<file path="src/hcbp_pkg.sv">
// Package for the prefix-code bit packer: constants, item codes and payload types.
// Used by every module of the block; it depends on nothing else.
`timescale 1ns / 1ps

package hcbp_pkg;

	// Field widths and table geometry.
	localparam int MAX_CODE_LEN = 32;
	localparam int BYTE_BITS    = 8;
	localparam int KIND_W       = 2;
	localparam int SYM_W        = 8;
	localparam int CODE_W       = 32;
	localparam int LEN_W        = 6;
	localparam int TABLE_DEPTH  = 1 << SYM_W;
	localparam int ENTRY_W      = CODE_W + LEN_W;

	// The bit accumulator holds up to seven leftover bits plus one whole code.
	localparam int ACC_W = MAX_CODE_LEN + BYTE_BITS - 1;
	localparam int CNT_W = $clog2(ACC_W + 1);

	// Queue between the front end and the back end.
	localparam int Q_DEPTH = 4;
	localparam int Q_PTR_W = $clog2(Q_DEPTH);
	localparam int Q_LVL_W = $clog2(Q_DEPTH + 1);

	// Item kinds.
	localparam logic [KIND_W-1:0] KIND_LOAD   = 2'd0;
	localparam logic [KIND_W-1:0] KIND_ENCODE = 2'd1;
	localparam logic [KIND_W-1:0] KIND_FLUSH  = 2'd2;

	typedef struct packed {
		logic [KIND_W-1:0] kind;
		logic [SYM_W-1:0]  symbol;
		logic [CODE_W-1:0] code_bits;
		logic [LEN_W-1:0]  code_length;
	} in_item_t;

	typedef struct packed {
		logic [BYTE_BITS-1:0] packed_byte;
		logic                 last;
	} out_item_t;

	// One job for the back end: an encode with its looked-up code, or a flush.
	typedef struct packed {
		logic              is_flush;
		logic [CODE_W-1:0] code;
		logic [LEN_W-1:0]  len;
	} q_entry_t;

	// Status of the back end, watched by the checks at the top level.
	typedef struct packed {
		logic [CNT_W-1:0] bit_count;
		logic             pop;
		logic             q_nonempty;
	} back_status_t;

endpackage

</file>
<file path="src/hcbp_queue.sv">
// Short job queue between the front end and the back end of the packer.
// Depends on hcbp_pkg for the entry type and depth.
`timescale 1ns / 1ps

module hcbp_queue (
	input  logic                          clk,
	input  logic                          arst_n,
	input  logic                          push,
	input  hcbp_pkg::q_entry_t            push_entry,
	input  logic                          pop,
	output hcbp_pkg::q_entry_t            head,
	output logic                          nonempty,
	output logic [hcbp_pkg::Q_LVL_W-1:0]  level
);
	import hcbp_pkg::*;

	q_entry_t             slots_q [Q_DEPTH];
	logic [Q_PTR_W-1:0]   wr_ptr_q;
	logic [Q_PTR_W-1:0]   rd_ptr_q;
	logic [Q_LVL_W-1:0]   level_q;

	assign head     = slots_q[rd_ptr_q];
	assign nonempty = level_q != '0;
	assign level    = level_q;

	// Entry storage; the front end never pushes into a full queue.
	always_ff @(posedge clk) begin
		if (push) begin
			slots_q[wr_ptr_q] <= push_entry;
		end
	end

	// Pointers and fill level.
	always_ff @(posedge clk or negedge arst_n) begin
		if (!arst_n) begin
			wr_ptr_q <= '0;
			rd_ptr_q <= '0;
			level_q  <= '0;
		end else begin
			if (push) begin
				wr_ptr_q <= wr_ptr_q + Q_PTR_W'(1);
			end
			if (pop) begin
				rd_ptr_q <= rd_ptr_q + Q_PTR_W'(1);
			end
			if (push && !pop) begin
				level_q <= level_q + Q_LVL_W'(1);
			end else if (pop && !push) begin
				level_q <= level_q - Q_LVL_W'(1);
			end
		end
	end

endmodule

</file>
<file path="config.mk">
export PLATFORM = sky130hd
export DESIGN_NAME = hcbp_queue
export DESIGN_NICKNAME = d
export VERILOG_FILES = /design/src/hcbp_pkg.sv /design/src/hcbp_queue.sv
export SDC_FILE = /design/constraint.sdc
export NUM_CORES = 1
export LEC_CHECK = 0
export BUFFER_PORTS_ARGS = -buffer_cell sky130_fd_sc_hd__buf_4
export CORE_MARGIN = 1
export CORE_UTILIZATION = 61
export DETAILED_ROUTE_END_ITERATION = 10
export PLACE_DENSITY = 0.83
export SYNTH_ARGS = -nofsm -noshare
export SYNTH_HDL_FRONTEND = slang
export SYNTH_SLANG_ARGS = --single-unit
export TNS_END_PERCENT = 30
</file>
<file path="constraint.sdc">
create_clock -name clk -period 2.9 [get_ports clk]
set_input_delay 0.58 -clock clk [delete_from_list [all_inputs] [get_ports clk]]
set_output_delay 0.58 -clock clk [all_outputs]
set_load 0.05 [all_outputs]
</file>
Yosys cells after proc, flatten, opt, wreduce, memory -nomap -nowiden
Memories as Yosys holds them, arrays and structs flattened.
Cells that the tools add are included.
{"block": "word_totals", "ff_bits": 7, "ram_bits": 156, "in_bits": 43, "output_inout_bits": 43, "elab_cells": 18, "mem_count": 1}
{"block": "op_classes", "addsub": 4, "muxes": 4, "reduce_logical": 6}
{"memory": "slots_q", "depth": 4, "width": 39, "read_ports": 1, "rd_clocked_by_memory_dff": 0, "wr": 1, "line": "hcbp_queue.sv:17", "rtl": "q_entry_t slots_q [Q_DEPTH];"}
{"cell": "$mux 3", "n": 2}
{"cell": "$add 2x1->2 const B", "n": 2}
{"cell": "$add 3x1->3 const B", "n": 1}
{"cell": "$reduce_bool 3->1", "n": 1}
{"cell": "$sub 3x1->3 const B", "n": 1}
{"cell": "$logic_and 1x1->1", "n": 2}
{"cell": "$logic_not 1->1", "n": 2}
{"cell": "$mux 1", "n": 2}
{"cell": "$reduce_bool 2->1", "n": 1}

Longest topological paths before layout
{"block": "depth", "ltp_word": 4, "mapped_depth": 7, "depth_no_buf": 7}

Worst setup path before layout
Ideal clock, no wire load.
{"block": "synth_timing", "path_type": "flip-flop to flip-flop", "from": "register wr_ptr_q[0]", "to": "memory slots_q[0][0] in the netlist's numbering, enable pin", "setup_time_ns": 0.400, "arrival_ns": 1.567, "t_required_ns": 2.500, "slack_ns": 0.933, "path_stages_with_launch": 4, "n_path_buf": 0, "synth_period_minus_slack_ns": 1.967, "cell_sequence": "dfrtp_1 inv_1 ha_1 and2_1"}
{"item": "start, declared", "line": "hcbp_queue.sv:18", "rtl": "logic [Q_PTR_W-1:0] wr_ptr_q;"}
{"item": "start signal, assigned", "line": "hcbp_queue.sv:41", "rtl": "wr_ptr_q <= wr_ptr_q + Q_PTR_W'(1);"}
{"item": "end, declared", "line": "hcbp_queue.sv:17"}
Straight into the memory's write port.

==> flow_metrics.py <==
metrics = {
    "cells_and_area": {
        "area_delta_synth_final_pct": 22.08,
        "drive_gt1_share_pct": 46.76,
        "final_util_pct": 76.42,
        "antenna_cells": 0,
        "nNetsFinal": 392,
        "n_fill_cell": 490,
    },
    "worst_setup_path": {
        "crit_top_cell": "buf_4",
        "critPathRequiredTime_ns": 2.32,
        "endpoint_kind": "output port",
        "crit_type": "reg2out",
        "crit_fanout": 23,
        "max_stage_delay_ns": 0.60,
        "critPathLaunchType": "register",
        "arrival_ns": 2.08,
        "crit_slowest_cell": "mux4_1",
        "cp_cell_sequence": "buf_4, mux4_1, buf_4",
        "path_buf_inv": 2,
        "critPathTopFamily": "multiplexers",
    },
    "timing": {
        "drv_slew": 0,
        "slew_headroom_pct": 56.96,
        "rsz0062_at_grt": "false",
        "finalSetupViolCount": 0,
        "setup_ws_ns": 0.2442,
        "tightest_slew_ns": 0.6456,
        "finClkSkew_ns": 0.003249,
        "max_freq_mhz": 376.5,
        "hold_viol_final": 0,
        "fin_crit_sh_pct": 91.58,
        "layout_min_cycle_time_ns": 2.656,
        "final.setup.tns_ns": 0,
    },
    "synth": {
        "ys_async_sr_fraction_pct": 4.294,
        "synthCells": 237,
        "synth.largest_area_cell": "edfxtp_1",
        "yosysMostFrequentCell": "edfxtp_1",
        "netlist_top_cells_area": "edfxtp_1 (77%), mux4_2 (14%), dfrtp_1 (2.9%)",
        "synth_flop_cell": "edfxtp_1",
        "synthTopCellsByCount": "edfxtp_1 (156), mux4_2 (38), dfrtp_1 (7)",
        "synth.distinct_cells": 18,
        "syn_area_sq_um": 6062,
        "synth_seq_cells": 163,
        "yosysTopAreaCellShare_pct": 77.28,
        "yosysSeqAreaShare_pct": 80.17,
        "syn_area_per_cell_sq_um": 25.58,
        "syn-num-nets": 286,
        "yosys_warnings": 0,
        "synth_edf_count": 156,
    },
    "global_route": {
        "grt_pass1_wl_microns": 15500,
        "grt_start_max_net_pins": 38,
        "overflow": 0,
        "grt_pass1_vias": 2842,
        "antenna_found_initial": 0,
        "grt_usage_pct": 22.10,
    },
    "pwr": {
        "p_per_area_nw_per_um2": 1186,
        "power.total_mw": 8.777,
        "vdd_drop_max_uv": 679.3,
        "p_leak_nw": 2.604,
    },
    "floorplan": {
        "die_x_microns": 101.7,
        "rows": 36,
        "chipHeight_microns": 101.7,
        "core-area_sq_um": 9684,
        "die_area_sq_um": 10340,
        "initial_core_util_pct": 62.60,
        "pin_count": 86,
    },
    "detailed_routing": {
        "viasPerCell": 5.566,
        "drtAntennaViolNets": 0,
        "wl_microns": 10260,
        "route.detailed.drc": 0,
        "vias": 2716,
        "drt_iter0_drc": 147,
        "drt_first_pass_iters": 4,
        "wl_per_cell_microns": 21.02,
    },
    "clock_network": {
        "cts_resized": 0,
        "clock_latency_ns": 0.52,
        "cts_max_level": 4,
        "path_clk_slew_ns": 0.06,
        "post_cts_buffers": 0,
        "clockBufferDepth": 2,
        "postCtsHoldBufs": 1,
        "clock_sinks": 163,
        "root_buffer": "clkbuf_8",
        "cts_tree": "built",
        "numCtsBuffers": 17,
    },
    "status": {
        "status": "finished clean",
    },
    "run": {
        "maxCapViolCount": 0,
    },
    "place": {
        "portBuffers": 85,
        "gp_congestion": 0.6461,
        "dp.final_hpwl_microns": 6186,
        "dp_slack_ns": 0.7484,
    },
    "worst_hold_path": {
        "min_path_type": "in2reg",
    },
}
[per-layer routing]
metal / vias up / wire length (microns) / track usage [%]
li1: 1210 / - / -
met1: 1387 / 4022 / 26.10
met2: 99 / 5393 / 36.64
met3: 20 / 642 / 8.765
met4: 0 / 200 / 8.807
met5: - / 0 / 0
[metrics by stage]
| stage | hold slack (ns) | area (sq um) | cells |
|---|---|---|---|
| after floorplan | 0.2844 | 6062 | 237 |
| after global placement | 0.3972 | 6850 | 456 |
| after detailed placement | 0.4041 | 6850 | 456 |
| after CTS | 0.2300 | 7401 | 488 |
| after global routing | 0.2258 | 7401 | 488 |
| final | 0.2541 | 7401 | 488 |
[report_power, final]
part	switching [mW]	leakage (nW)	internal [mW]	total [mW]
clock network	0.830	0.259	1.21	2.04
registers	0.143	1.51	3.09	3.24
logic	2.28	0.832	1.21	3.50
[registers in the layout (all words and copies together) (netlist names)]
signal	count
slots_q	156
rd_ptr_q	2
level	3
wr_ptr_q	2
[cells by family (layout without fill, tap and decap cells)]
group | after synthesis | in the layout | share of synthesized area, %
mux | 40 | 40 | 14.74
buf+inv | 13 | 131 | 2.085
xor+xnor | 6 | 6 | 0.8669
compound gates | 1 | 1 | 0.08248
flops | 163 | 163 | 80.17
fa+ha+maj | 6 | 6 | 1.362
simple gates | 8 | 8 | 0.7017
[final timing paths]
kind                                     start              to  slack (ns)  depth (start not counted)
min in group asynchronous               arst_n        level[2]        0.40                          2
worst max-delay path               rd_ptr_q[0]        head[36]        0.24                          3
worst min-delay path            push_entry[23]  slots_q[3][23]        0.25                          1
worst min register to register        level[2]        level[2]        0.51                          1
worst max register to register     wr_ptr_q[0]  slots_q[0][24]        1.00                          4
max in group asynchronous               arst_n     rd_ptr_q[0]        2.36                          2
[placed cells by master, fill, tap and decap left out]
master	count
clkbuf_1	4
and2_2	4
or3_1	1
fa_1	1
nand2_1	2
nor2_1	1
dfrtp_1	5
xnor2_1	2
bufinv_16	2
clkinv_2	3
o21ai_0	1
edfxtp_1	156
clkbuf_16	16
mux4_2	38
dlygate4sd3_1	1
buf_4	94
mux2_2	1
clkbuf_8	1
clkinv_4	2
clkinvlp_4	2
inv_1	4
xor2_1	4
buf_12	1
clkinv_1	1
ha_1	5
mux4_1	1
dfrtp_2	2
[final cells by class]
| type | instances | area, sq um | share of cell area [%] |
|---|---|---|---|
| repair buffers | 96 | 735.7 | 9.941 |
| flip-flops and latches | 163 | 4862 | 65.70 |
| well taps | 133 | 166.4 | 2.249 |
| multi-input cells | 61 | 1081 | 14.61 |
| clock inverters | 10 | 111.4 | 1.505 |
| clock buffers | 21 | 429.2 | 5.799 |
| inverters | 4 | 15.01 | 0.2029 |
[worst reg2reg max path: cells and delay by family (launching register included)]
family,cells,cell delay (ns)
and+or+nand+nor,1,0.56
buffers and inverters,2,0.45
DFF,1,0.43
adders and majority gates,1,0.15
No activity file was read; power rests on OpenSTA's default activity.
