<file path="src/hcbp_pkg.sv">
// Package for the prefix-code bit packer: constants, item codes and payload types.
// Used by every module of the block; it depends on nothing else.
`timescale 1ns / 1ps

package hcbp_pkg;

	// Field widths and table geometry.
	localparam int MAX_CODE_LEN = 32;
	localparam int BYTE_BITS    = 8;
	localparam int KIND_W       = 2;
	localparam int SYM_W        = 8;
	localparam int CODE_W       = 32;
	localparam int LEN_W        = 6;
	localparam int TABLE_DEPTH  = 1 << SYM_W;
	localparam int ENTRY_W      = CODE_W + LEN_W;

	// The bit accumulator holds up to seven leftover bits plus one whole code.
	localparam int ACC_W = MAX_CODE_LEN + BYTE_BITS - 1;
	localparam int CNT_W = $clog2(ACC_W + 1);

	// Queue between the front end and the back end.
	localparam int Q_DEPTH = 4;
	localparam int Q_PTR_W = $clog2(Q_DEPTH);
	localparam int Q_LVL_W = $clog2(Q_DEPTH + 1);

	// Item kinds.
	localparam logic [KIND_W-1:0] KIND_LOAD   = 2'd0;
	localparam logic [KIND_W-1:0] KIND_ENCODE = 2'd1;
	localparam logic [KIND_W-1:0] KIND_FLUSH  = 2'd2;

	typedef struct packed {
		logic [KIND_W-1:0] kind;
		logic [SYM_W-1:0]  symbol;
		logic [CODE_W-1:0] code_bits;
		logic [LEN_W-1:0]  code_length;
	} in_item_t;

	typedef struct packed {
		logic [BYTE_BITS-1:0] packed_byte;
		logic                 last;
	} out_item_t;

	// One job for the back end: an encode with its looked-up code, or a flush.
	typedef struct packed {
		logic              is_flush;
		logic [CODE_W-1:0] code;
		logic [LEN_W-1:0]  len;
	} q_entry_t;

	// Status of the back end, watched by the checks at the top level.
	typedef struct packed {
		logic [CNT_W-1:0] bit_count;
		logic             pop;
		logic             q_nonempty;
	} back_status_t;

endpackage

</file>
<file path="src/hcbp_back.sv">
// Back end of the packer: bit accumulator that appends codes and drains bytes.
// Depends on hcbp_pkg; takes jobs from hcbp_queue and drives the byte channel.
`timescale 1ns / 1ps

module hcbp_back (
	input  logic                    clk,
	input  logic                    arst_n,
	input  logic                    q_nonempty,
	input  hcbp_pkg::q_entry_t      head,
	output logic                    pop,
	output logic                    byte_valid,
	input  logic                    byte_stall,
	output hcbp_pkg::out_item_t     byte_item,
	output hcbp_pkg::back_status_t  status
);
	import hcbp_pkg::*;

	// Bits above bit_cnt_q in acc_q are always zero.
	logic [ACC_W-1:0]  acc_q;
	logic [CNT_W-1:0]  bit_cnt_q;
	logic              out_valid_q;
	out_item_t         out_q;

	logic              slot_free;
	logic              emit;
	logic              flush_emit;
	logic              can_take;
	logic [ACC_W-1:0]  rem_acc;
	logic [CNT_W-1:0]  rem_cnt;
	logic [ACC_W-1:0]  acc_n;
	logic [CNT_W-1:0]  cnt_n;

	// Emit a whole byte if one is ready, then merge the next job into what is left.
	always_comb begin
		slot_free = !out_valid_q || !byte_stall;
		emit      = slot_free && (bit_cnt_q >= CNT_W'(BYTE_BITS));
		rem_acc   = emit ? (acc_q >> BYTE_BITS) : acc_q;
		rem_cnt   = emit ? (bit_cnt_q - CNT_W'(BYTE_BITS)) : bit_cnt_q;
		can_take  = rem_cnt < CNT_W'(BYTE_BITS);
		pop       = 1'b0;
		flush_emit = 1'b0;
		acc_n     = rem_acc;
		cnt_n     = rem_cnt;
		if (q_nonempty && can_take) begin
			if (head.is_flush) begin
				// A flush with bits pending needs the output slot to itself.
				if (rem_cnt == '0) begin
					pop = 1'b1;
				end else if (!emit && slot_free) begin
					pop        = 1'b1;
					flush_emit = 1'b1;
				end
				if (pop) begin
					acc_n = '0;
					cnt_n = '0;
				end
			end else begin
				pop   = 1'b1;
				acc_n = rem_acc | (ACC_W'(head.code) << rem_cnt[$clog2(BYTE_BITS)-1:0]);
				cnt_n = rem_cnt + CNT_W'(head.len);
			end
		end
	end

	// Accumulator and output register.
	always_ff @(posedge clk or negedge arst_n) begin
		if (!arst_n) begin
			acc_q       <= '0;
			bit_cnt_q   <= '0;
			out_valid_q <= 1'b0;
		end else begin
			acc_q     <= acc_n;
			bit_cnt_q <= cnt_n;
			if (emit || flush_emit) begin
				out_valid_q <= 1'b1;
			end else if (!byte_stall) begin
				out_valid_q <= 1'b0;
			end
		end
	end

	// Output payload; the remaining flush bits are already zero-padded.
	always_ff @(posedge clk) begin
		if (emit) begin
			out_q.packed_byte <= acc_q[BYTE_BITS-1:0];
			out_q.last        <= 1'b0;
		end else if (flush_emit) begin
			out_q.packed_byte <= rem_acc[BYTE_BITS-1:0];
			out_q.last        <= 1'b1;
		end
	end

	assign byte_valid        = out_valid_q;
	assign byte_item         = out_q;
	assign status.bit_count  = bit_cnt_q;
	assign status.pop        = pop;
	assign status.q_nonempty = q_nonempty;

endmodule

</file>
<file path="config.mk">
export PLATFORM = sky130hd
export DESIGN_NAME = hcbp_back
export DESIGN_NICKNAME = d
export VERILOG_FILES = /design/src/hcbp_pkg.sv /design/src/hcbp_back.sv
export SDC_FILE = /design/constraint.sdc
export NUM_CORES = 1
export LEC_CHECK = 0
export ABC_AREA = 1
export BUFFER_PORTS_ARGS = -buffer_cell sky130_fd_sc_hd__buf_2
export CAP_MARGIN = 20
export CORE_MARGIN = 5
export CORE_UTILIZATION = 63
export CTS_CLUSTER_SIZE = 10
export DETAILED_ROUTE_END_ITERATION = 8
export PLACE_DENSITY = 0.85
export SETUP_SLACK_MARGIN = 0.05
export SYNTH_ARGS = -nofsm -noshare
export SYNTH_HDL_FRONTEND = slang
export SYNTH_SLANG_ARGS = --single-unit
</file>
<file path="constraint.sdc">
create_clock -name clk -period 4.45 [get_ports clk]
set_clock_uncertainty 0.05 [all_clocks]
set_input_delay 0.6675 -clock clk [delete_from_list [all_inputs] [get_ports clk]]
set_output_delay 0.6675 -clock clk [all_outputs]
set_load 0.01 [all_outputs]
</file>
# --- After elaboration in Yosys (flattened, before gate mapping) ---
# Cells that the tools add are included.
classes:
  n_shift: 1
  muxes: 21
  reduce_logical: 10
  bitwise: 1
  order_cmp: 2
  n_eq_ne: 1
  add_sub_neg: 2
op_table:
  columns: ["operator", "n"]
  rows:
  - ["$mux W39", 4]
  - ["$or A39 B39 Y39", 1]
  - ["$shl A32 B3 Y39", 1]
  - ["$mux W6", 4]
  - ["$mux W9", 2]
  - ["$mux W1", 11]
  - ["$add A6 B6 Y6", 1]
  - ["$ge A6 B4 Y1 const B", 1]
  - ["$logic_not A6 Y1", 1]
  - ["$lt A6 B4 Y1 const B", 1]
  - ["$sub A6 B4 Y6 const B", 1]
  - ["$logic_and A1 B1 Y1", 3]
  - ["$logic_not A1 Y1", 3]
  - ["$logic_or A1 B1 Y1", 2]
  - ["$ne A2 B1 Y1 const B", 1]
  - ["$reduce_bool A2 Y1", 1]
totals:
  register_bits: 55
  input_bits: 43
  wordCells: 43

# --- Depth between registers and ports, before layout ---
# Gate-level depths: netlist of run 1.
depth:
  depth_word: 12
  mapped_depth: 13
  mapped_depth_nobuf: 13

# --- Least setup slack after synthesis of run 1 ---
# OpenSTA, ideal clock, no wires.
synth_path:
  kind: "in2out"
  from: "in byte_stall"
  to: "out status[1] in the netlist's numbering"
  arrival_ns: 1.813
  path_stages: 11
  slack_ns: 1.919
  required_time_ns: 3.733
  path_cell_list: "nand2_4 -> inv_2 -> o21ai_1 -> nand2_1 -> nor2_8 -> nand2_2 -> inv_2 -> nand2_4 -> buf_6 -> inv_1 -> buf_4"
synth_via:
  elab_chain_len: 11
synth_lines:
  columns: ["item", "line_no", "text"]
  rows:
  - ["start, declared", "hcbp_back.sv:12", "input logic byte_stall,"]
  - ["$logic_not A1 Y1 *", null, null]
  - ["$logic_or A1 B1 Y1 *", "hcbp_back.sv:35", "slot_free = !out_valid_q || !byte_stall;"]
  - ["parallel branches: the longest is 8 deep, another holds $mux W6", null, null]
  - ["$mux W1 *", "hcbp_back.sv:44", "if (q_nonempty && can_take) begin"]
  - ["end, declared", "hcbp_back.sv:14", "output hcbp_pkg::back_status_t status"]
# Mark *: on every way between the ends. The select of a mux whose other input is x is not followed.

# --- Final worst setup path of run 1 ---
layout_path:
  from: "reg bit_cnt_q[0]"
  to: "out pop"
layout_via:
  elab_chain_len: 10
layout_lines:
  columns: ["item", "line_no", "text"]
  rows:
  - ["start, declared", "hcbp_back.sv:20", "logic [CNT_W-1:0] bit_cnt_q;"]
  - ["start signal, assigned", "hcbp_back.sv:73", "bit_cnt_q <= cnt_n;"]
  - ["parallel branches: the longest is 9 deep, another holds $ge A6 B4 Y1", null, null]
  - ["$mux W1 *", "hcbp_back.sv:44", null]
  - ["end, declared", "hcbp_back.sv:10", "output logic pop,"]
# Marked as above.

==> results of run 1 <==
registers in the layout, indices dropped and copies added (netlist names):
register / cells
acc_q: 39
bit_cnt_q: 6
byte_item: 9
byte_valid: 1
per-stage QoR:
step / total power [mW] / cells / cell area, µm² / hold WS [ns] / setup slack [ns]
6_report: 3.04 / 818 / 4770 / 0.370 / 0.875
5_1_grt: 3.34 / 818 / 4770 / 0.417 / 0.570
4_1_cts: 3.01 / 817 / 4740 / 0.395 / 0.918
3_5_place_dp: 2.71 / 809 / 4650 / 0.425 / 1.29
3_3_place_gp: 2.64 / 809 / 4650 / 0.416 / 1.35
2_1_floorplan: 2.30 / 690 / 4400 / 0.322 / 1.92
area by class of cell:
type | instances | share of cell area (%)
clock buffers | 5 | 1.44
clock inverters | 3 | 0.577
inverters | 72 | 5.66
multi-input cells | 520 | 52.5
flip-flops and latches | 55 | 29.6
well taps | 96 | 2.52
repair buffers | 67 | 7.76
kinds of logic after synthesis:
kind of cell	after synthesis	synth area share, %
and+or+nand+nor	467	48.2
buffers and inverters	115	11.0
DFF	55	32.1
AOI/OAI and AO/OA	35	4.13
muxes	8	1.82
adders and majority gates	8	2.45
xor gates and xnor gates	2	0.398
Yosys cell counts:
cell type | number | area, µm²
and2_1 | 4 | 25.0
nand4_1 | 40 | 250
ha_1 | 7 | 87.6
buf_1 | 6 | 22.5
o21ai_0 | 28 | 140
a21o_1 | 1 | 7.51
mux2i_1 | 8 | 80.1
fa_1 | 1 | 20.0
nand2_1 | 254 | 953
clkinv_1 | 2 | 7.51
nand3_2 | 3 | 30.0
a31oi_1 | 1 | 6.26
nor2_8 | 1 | 20.0
o21bai_1 | 1 | 7.51
buf_2 | 16 | 80.1
nand3_1 | 126 | 631
buf_4 | 2 | 15.0
o21ai_1 | 3 | 15.0
edfxtp_1 | 8 | 240
xnor2_1 | 1 | 8.76
clkbuf_1 | 16 | 60.1
nand3b_1 | 1 | 7.51
nand2_2 | 5 | 31.3
inv_2 | 7 | 26.3
nor2_2 | 3 | 18.8
buf_6 | 3 | 33.8
nand2_4 | 3 | 33.8
inv_1 | 63 | 236
a21oi_1 | 1 | 5.00
nor2_4 | 2 | 22.5
xor2_1 | 1 | 8.76
dfrtp_1 | 46 | 1150
dfxtp_1 | 1 | 20.0
nor2_1 | 25 | 93.8
worst paths after layout:
kind                                end  cells past startpoint
max                                 pop                      9
min                        bit_cnt_q[5]                      2
max reg2reg                byte_item[7]                      9
min reg2reg                byte_item[0]                      2
max in group asynchronous     acc_q[13]                      2
min in group clk           byte_item[0]                      2
critical path, stage by stage, from the launching register on:
cell,delay (ns)
dfrtp_1,0.34
buf_4,0.33
clkinv_1,0.81
nand3_1,0.32
nor2_1,0.07
nand3_1,0.10
nand3_2,0.13
nand2_4,0.20
inv_1,0.07
buf_2,0.14
where the power goes:
part | switching (mW) | internal, mW
clock | 0.181 | 0.117
sequential | 0.0837 | 0.717
combinational | 1.33 | 0.608
per-layer routing:
| layer | share of wire, % | vias to the layer above | global-route usage [%] |
|---|---|---|---|
| met3 | 5.6 | 26 | 3.30 |
| met5 | 0 | - | 0 |
| met2 | 50 | 170 | 45.7 |
| met1 | 42 | 2118 | 35.7 |
| met4 | 2.6 | 0 | 7.82 |
| li1 | - | 2306 | - |
==> results.toml, run 1 <==
[route]
vias = 4620
wl_per_cell_um = 14.0
drcViolationCount = 0
drtAntennaViolNets = 0
detail_route.first_pass.iterations = 5
drtIter0Drc = 534
avgViaCountPerCell = 5.65
wl_um = 11500

[power_and_ir_drop]
power-per-cell-area_mw_per_mm2 = 637
power.leakage_nw = 2.70
ir_worst_vdd_v = 0.000267

[layout]
seq_area_mm2 = 0.00141
final_cell_mix = "254 x nand2_1, 126 x nand3_1, 63 x inv_1, 61 x buf_2, 46 x dfrtp_1"
final_util_pct = 70.2
multi_input_area_mm2 = 0.00250
nFillCells = 639
diodes = 0
final_nets = 772
final_common_cell = "nand2_1"
layout-drive-gt1-share_pct = 13.7
syn_to_final_growth_pct = 8.54

[timing]
setup_violations = 0
hold_viol_final = 0
fin_crit_ns = 3.57
max_slew_margin_pct = 37.8
final.setup.tns_ns = 0
min_period_over_period_pct = 80.3
slew_viol_final = 0
rsz0062_at_grt = "false"
worstMarginPinSlew_ns = 0.928
fmax_ghz = 0.280

[hold_path]
min_path_type = "input pin to async pin"

[yosys]
syn_avg_cell_area_um2 = 6.37
synth_area_mm2 = 0.00440
ys_types = 34
ys_ff_latch = 55
seq_area_frac_synth_pct = 32.1
yosysWarningCount = 0
syn_nets = 741
synthCells = 690

[clock_tree]
cts_hold_buf = 0
clock_latency_ns = 0.32
cts_tree = "done"
htreeDepth = 2
cts_root_buffer = "clkbuf_8"
clock-sinks = 55
clk_pin_slew_ns = 0.11
post-cts-setup-buffers = 0
cts_resized = 0
cts_buffer_depth = 2
cts_made_buffers = 5

[global_routing]
grt_overflow = 0
antenna_found_initial = 0
grt_usage_pct = 26.8
grt_pass1_vias = 4097
grt_pass1_wl_um = 18900
grt_max_degree = 53

[setup_path]
ff2ff_setup_slack_ns = 1.55
arrival_ns = 2.86
path_max_fanout = 37
r2r_start = "bit_cnt_q[0]"
start_kind = "register"
crit_start = "bit_cnt_q[0]"
critPathKind = "register to output pin"
cp.required_ns = 3.73
cp-end-kind = "output pin"

[floorplanning]
initial_utilization_pct = 64.7
coreArea_mm2 = 0.00679
row_count = 30
fp.dieW_um = 93.5
io_pins = 62
die_y_um = 93.5
dieArea_mm2 = 0.00875

[placed_design]
dpl.hpwl_um = 8340
routabilityCongestion = 0.884
port_buffers = 61

[run_status]
outcome = "completed"

[job]
drv_cap = 0
Power figures use the tool's default switching activity.
==> inputs of run 2 (changes only) <==
--- a/config.mk
+++ b/config.mk
@@ -9,10 +9,10 @@
 export BUFFER_PORTS_ARGS = -buffer_cell sky130_fd_sc_hd__buf_2
 export CAP_MARGIN = 20
 export CORE_MARGIN = 5
-export CORE_UTILIZATION = 63
+export CORE_UTILIZATION = 53
 export CTS_CLUSTER_SIZE = 10
 export DETAILED_ROUTE_END_ITERATION = 8
-export PLACE_DENSITY = 0.85
+export PLACE_DENSITY = 0.76
 export SETUP_SLACK_MARGIN = 0.05
 export SYNTH_ARGS = -nofsm -noshare
 export SYNTH_HDL_FRONTEND = slang
==> constraint.sdc (replaced) <==
create_clock -name clk -period 2.95 [get_ports clk]
set_clock_uncertainty 0.05 [all_clocks]
set_input_delay 0.4425 -clock clk [delete_from_list [all_inputs] [get_ports clk]]
set_output_delay 0.4425 -clock clk [all_outputs]
set_load 0.01 [all_outputs]
==> run 2 against run 1 <==
Against the previous run:
- die area increased by 17%
- highest routed layer unchanged
- critical path depth grew 2
- power increased by 52%
- sequential cell count is the same
- first-iteration DRC count fell by 26%
- clock-buffer cell count unchanged
==> results.toml, run 2 (synthesized netlist as in run 1, its figures left out) <==
[job]
drv_cap = 0

[power_and_ir_drop]
p_comb_share_pct = 64.1
intPower_mw = 2.21
ir_worst_vdd_v = 0.000459
power_frac_seq_pct = 26.7
switching_share_pct = 52.2
power-per-cell-area_mw_per_mm2 = 959
p_sw_mw = 2.41
clkPwrFrac_pct = 9.2
power.leakage_nw = 2.71

[clock_tree]
post-cts-setup-buffers = 0
cts_buffer_depth = 2
clk_pin_slew_ns = 0.10
cts_root_buffer = "clkbuf_8"
cts_hold_buf = 0
cts_resized = 0
clock-sinks = 55
htreeDepth = 2
cts_made_buffers = 5
clock_latency_ns = 0.31
cts_tree = "done"

[placed_design]
port_buffers = 61
routabilityCongestion = 1.07
place_area_mm2 = 0.00470
dpl.hpwl_um = 8630

[timing]
worstMarginPinSlew_ns = 0.521
hold_viol_final = 0
final.setup.tns_ns = 0
slew_viol_final = 0
fin_crit_ns = 2.60
rsz0062_at_grt = "false"
fmax_ghz = 0.385
max_slew_margin_pct = 65.3
min_period_over_period_pct = 88.1
setup_violations = 0

[global_routing]
grt_usage_pct = 24.1
grt_pass1_vias = 4177
grt_max_degree = 51
grt_overflow = 0
antenna_found_initial = 0
grt_pass1_wl_um = 19900

[setup_path]
critPathKind = "register to output pin"
start_kind = "register"
r2r_start = "bit_cnt_q[3]"
path_max_fanout = 17
cp.required_ns = 2.46
cp-end-kind = "output pin"
arrival_ns = 2.11
crit_start = "bit_cnt_q[3]"

[floorplanning]
fp.dieW_um = 101
dieArea_mm2 = 0.0102
row_count = 33
io_pins = 62
coreArea_mm2 = 0.00813
die_y_um = 101
initial_utilization_pct = 54.1

[layout]
syn_to_final_growth_pct = 9.48
layout-drive-gt1-share_pct = 14.4
final_nets = 778
regMostFlops = "acc_q"
final_cell_mix = "254 x nand2_1, 126 x nand3_1, 63 x inv_1, 61 x buf_2, 46 x dfrtp_1"
final_area_mm2 = 0.00481
diodes = 0
final_common_cell = "nand2_1"
final_util_pct = 59.2
largest_reg_flops = 39

[hold_path]
min_path_type = "input pin to async pin"

[route]
drcViolationCount = 0
vias = 4669
detail_route.first_pass.iterations = 5
avgViaCountPerCell = 5.61
wl_um = 11800
drtIter0Drc = 395
wl_per_cell_um = 14.2
drtAntennaViolNets = 0

[run_status]
outcome = "completed"
[run 2: cell type report]
| cell class | instances | area (µm²) |
|---|---|---|
| tap | 105 | 131 |
| inverter | 72 | 270 |
| clock buffer | 5 | 68.8 |
| fill | 812 | 3320 |
| sequential | 55 | 1410 |
| timing repair buffer | 73 | 408 |
| clock inverter | 3 | 20.0 |
| multi-input combinational | 520 | 2500 |
[run 2: path summary, 6_finish.rpt]
path | to | slack (ns) | cells past startpoint
setup reg to reg | byte_item[7] | 0.74 | 10
max in group asynchronous | acc_q[14] | 2.28 | 2
setup / recovery | status[1] | 0.35 | 11
hold reg to reg | byte_item[0] | 0.44 | 2
min in group clk | byte_valid | 0.37 | 3
hold / removal | bit_cnt_q[4] | 0.04 | 1
[run 2: worst max-delay path, cell delays in order (launching register included)]
cell     delay, ns
dfrtp_1       0.43
inv_1         0.13
ha_1          0.21
inv_1         0.07
o21ai_1       0.12
nand2_1       0.14
nor2_8        0.13
nand2_2       0.07
inv_2         0.11
nand2_4       0.16
inv_1         0.10
buf_2         0.13
[run 2: routing by layer]
layer	share of wire [%]	GRT usage, %	vias up
li1	-	-	2311
met2	45	36.2	222
met4	2.0	6.85	0
met1	44	35.6	2123
met5	0	0	-
met3	8.9	3.74	13
[run 2: per-stage QoR]
step	hold WS (ns)	setup WS, ns	std cells	power, mW
floorplan	0.0969	0.692	690	3.46
global placement	0.408	0.804	824	4.10
detailed placement	0.429	0.698	824	4.17
CTS	0.296	0.345	832	4.60
global route	0.0661	0.215	833	5.10
finish	0.0412	0.351	833	4.62
[run 2: power groups by stage]
stage / Combinational [mW] / Clock, mW / Sequential (mW)
2_1_floorplan: 2.21 / 0 / 1.26
3_3_place_gp: 2.86 / 0 / 1.23
3_5_place_dp: 2.92 / 0 / 1.25
4_1_cts: 2.93 / 0.438 / 1.23
5_1_grt: 3.36 / 0.477 / 1.26
6_report: 2.96 / 0.427 / 1.23
==> inputs of run 3 (changes only) <==
--- a/config.mk
+++ b/config.mk
@@ -7,12 +7,11 @@
 export LEC_CHECK = 0
 export ABC_AREA = 1
 export BUFFER_PORTS_ARGS = -buffer_cell sky130_fd_sc_hd__buf_2
-export CAP_MARGIN = 20
 export CORE_MARGIN = 5
-export CORE_UTILIZATION = 53
+export CORE_UTILIZATION = 43
 export CTS_CLUSTER_SIZE = 10
 export DETAILED_ROUTE_END_ITERATION = 8
-export PLACE_DENSITY = 0.76
+export PLACE_DENSITY = 0.63
 export SETUP_SLACK_MARGIN = 0.05
 export SYNTH_ARGS = -nofsm -noshare
 export SYNTH_HDL_FRONTEND = slang
==> constraint.sdc (replaced) <==
create_clock -name clk -period 2.95 [get_ports clk]
set_clock_uncertainty 0.05 [all_clocks]
set_input_delay 0.295 -clock clk [delete_from_list [all_inputs] [get_ports clk]]
set_output_delay 0.295 -clock clk [all_outputs]
set_load 0.01 [all_outputs]
==> run 3 against run 2 <==
Against the previous run:
- power about the same
- critical endpoint is now pop
- global-route usage decreased by 4.1 points
- maximum frequency increased by 2.9%
- highest routed layer unchanged
==> results.toml, run 3 (synthesized netlist as in run 1, its figures left out) <==
[route]
vias = 4491
drcViolationCount = 0
wl_um = 12000
wl_met1_um = 5730
route.met3.wl_um = 762
top_layer = "met4"
detail_route.first_pass.iterations = 5
avgViaCountPerCell = 5.21
wl_per_cell_um = 13.9
drtAntennaViolNets = 0
drtIter0Drc = 380
met2_wirelength_um = 5260

[global_routing]
grt_overflow = 0
antenna_found_initial = 0
grt_max_degree = 51
grt_pass1_vias = 4166
grt_pass1_wl_um = 20700
grt_usage_pct = 19.9

[timing]
hold_viol_final = 0
worstMarginPinSlew_ns = 1.10
min_period_over_period_pct = 85.6
setup_violations = 0
max_slew_margin_pct = 26.6
fmax_ghz = 0.396
rsz0062_at_grt = "false"
final.setup.tns_ns = 0
fin_crit_ns = 2.53
slew_viol_final = 0

[setup_path]
start_kind = "register"
worstPathCellList = "inv_2, nand2_1, nand3_1, nand2_2, nor2_4, buf_4, nand2_2, inv_2, nand2_4, inv_1, buf_2"
cp.required_ns = 2.61
cp-end-kind = "output pin"
path_max_fanout = 36
critPathMaxStageDelay_ns = 0.44
arrival_ns = 2.18
critPathTopFamily = "buffers and inverters"
critPathKind = "register to output pin"
worst-path-buf-inv = 5
critPathSlowestCell = "dfrtp_1"

[floorplanning]
coreArea_mm2 = 0.0101
row_count = 37
dieArea_mm2 = 0.0123
die_y_um = 111
io_pins = 62
fp.dieW_um = 111
initial_utilization_pct = 43.4

[clock_tree]
post-cts-setup-buffers = 0
htreeDepth = 2
clock_latency_ns = 0.31
cts_hold_buf = 0
cts_buffer_depth = 2
clock-sinks = 55
clk_pin_slew_ns = 0.12
cts_resized = 0
cts_made_buffers = 5
cts_tree = "done"
cts_root_buffer = "clkbuf_8"

[placed_design]
place_area_mm2 = 0.00474
placedCellCount = 854
dpl.hpwl_um = 9030
port_buffers = 61
routabilityCongestion = 0.917

[layout]
diodes = 0
regMostFlops = "acc_q"
layout-drive-gt1-share_pct = 14.2
final_common_cell = "nand2_1"
final_cell_mix = "254 x nand2_1, 126 x nand3_1, 63 x inv_1, 61 x buf_2, 46 x dfrtp_1"
largest_reg_flops = 39
syn_to_final_growth_pct = 9.90
final_area_mm2 = 0.00483
final_nets = 776
final_cell_count_no_fill = 862
nFillCells = 1071

[power_and_ir_drop]
power-per-cell-area_mw_per_mm2 = 955
ir_worst_vdd_v = 0.000361
power.leakage_nw = 2.71
p_total_mw = 4.61

[hold_path]
min_path_type = "input pin to async pin"

[job]
drv_cap = 0

[run_status]
outcome = "completed"
[run 3: cell count changes in the layout (fill, tap and decap cells not counted)]
cell | previous run | this run
clkinv_2 | 1 | 0
buf_12 | 1 | 0
buf_4 | 11 | 10
inv_8 | 0 | 1
inv_6 | 0 | 1
clkinvlp_4 | 2 | 1
[run 3: power breakdown]
part | leakage [nW] | switching [mW] | internal, mW
Clock | 0.0467 | 0.268 | 0.177
Combinational | 1.98 | 1.95 | 0.948
Sequential | 0.681 | 0.186 | 1.08
Total | 2.71 | 2.41 | 2.21
[run 3: per-stage QoR]
step / worst slack [ns] / hold WS (ns) / util, %
floorplan: 0.840 / -0.0506 / -
global placement: 0.820 / 0.422 / 46.7
detailed placement: 0.766 / 0.418 / 46.7
CTS: 0.423 / 0.158 / 47.7
global route: 0.227 / 0.201 / 47.7
finish: 0.425 / 0.137 / 47.7
[run 3: final timing paths]
| path | startpoint | to | slack (ns) | cells past startpoint |
|---|---|---|---|---|
| worst max-delay path | bit_cnt_q[5] | pop | 0.42 | 11 |
| worst min-delay path | arst_n | acc_q[5] | 0.14 | 1 |
| worst max register to register | bit_cnt_q[3] | byte_item[1] | 0.75 | 10 |
| worst min register to register | byte_item[0] | byte_item[0] | 0.44 | 2 |
| max in group asynchronous | arst_n | acc_q[26] | 2.03 | 1 |
| min in group clk | head[5] | bit_cnt_q[5] | 0.21 | 4 |
[run 3: routing by layer]
metal / vias up / global-route usage [%]
met4: 0 / 4.70
met3: 14 / 3.38
met1: 2000 / 29.1
met5: - / 0
li1: 2321 / -
met2: 156 / 30.9
[run 3: worst reg2reg max path: stages, from the launching register on]
cell	delay, ns
dfrtp_1	0.42
inv_1	0.11
ha_1	0.19
inv_1	0.06
o21ai_1	0.16
nand2_1	0.15
nor2_8	0.13
nand3_2	0.09
nor2_2	0.19
nor2_4	0.09
inv_1	0.25
[run 3: layout make-up]
class,instances,area (µm²),share of cell area [%]
multi-input combinational,520,2500,51.8
sequential,55,1410,29.2
timing repair buffer,71,380,7.87
inverter,72,270,5.59
tap,136,170,3.52
clock buffer,5,68.8,1.42
clock inverter,3,27.5,0.570
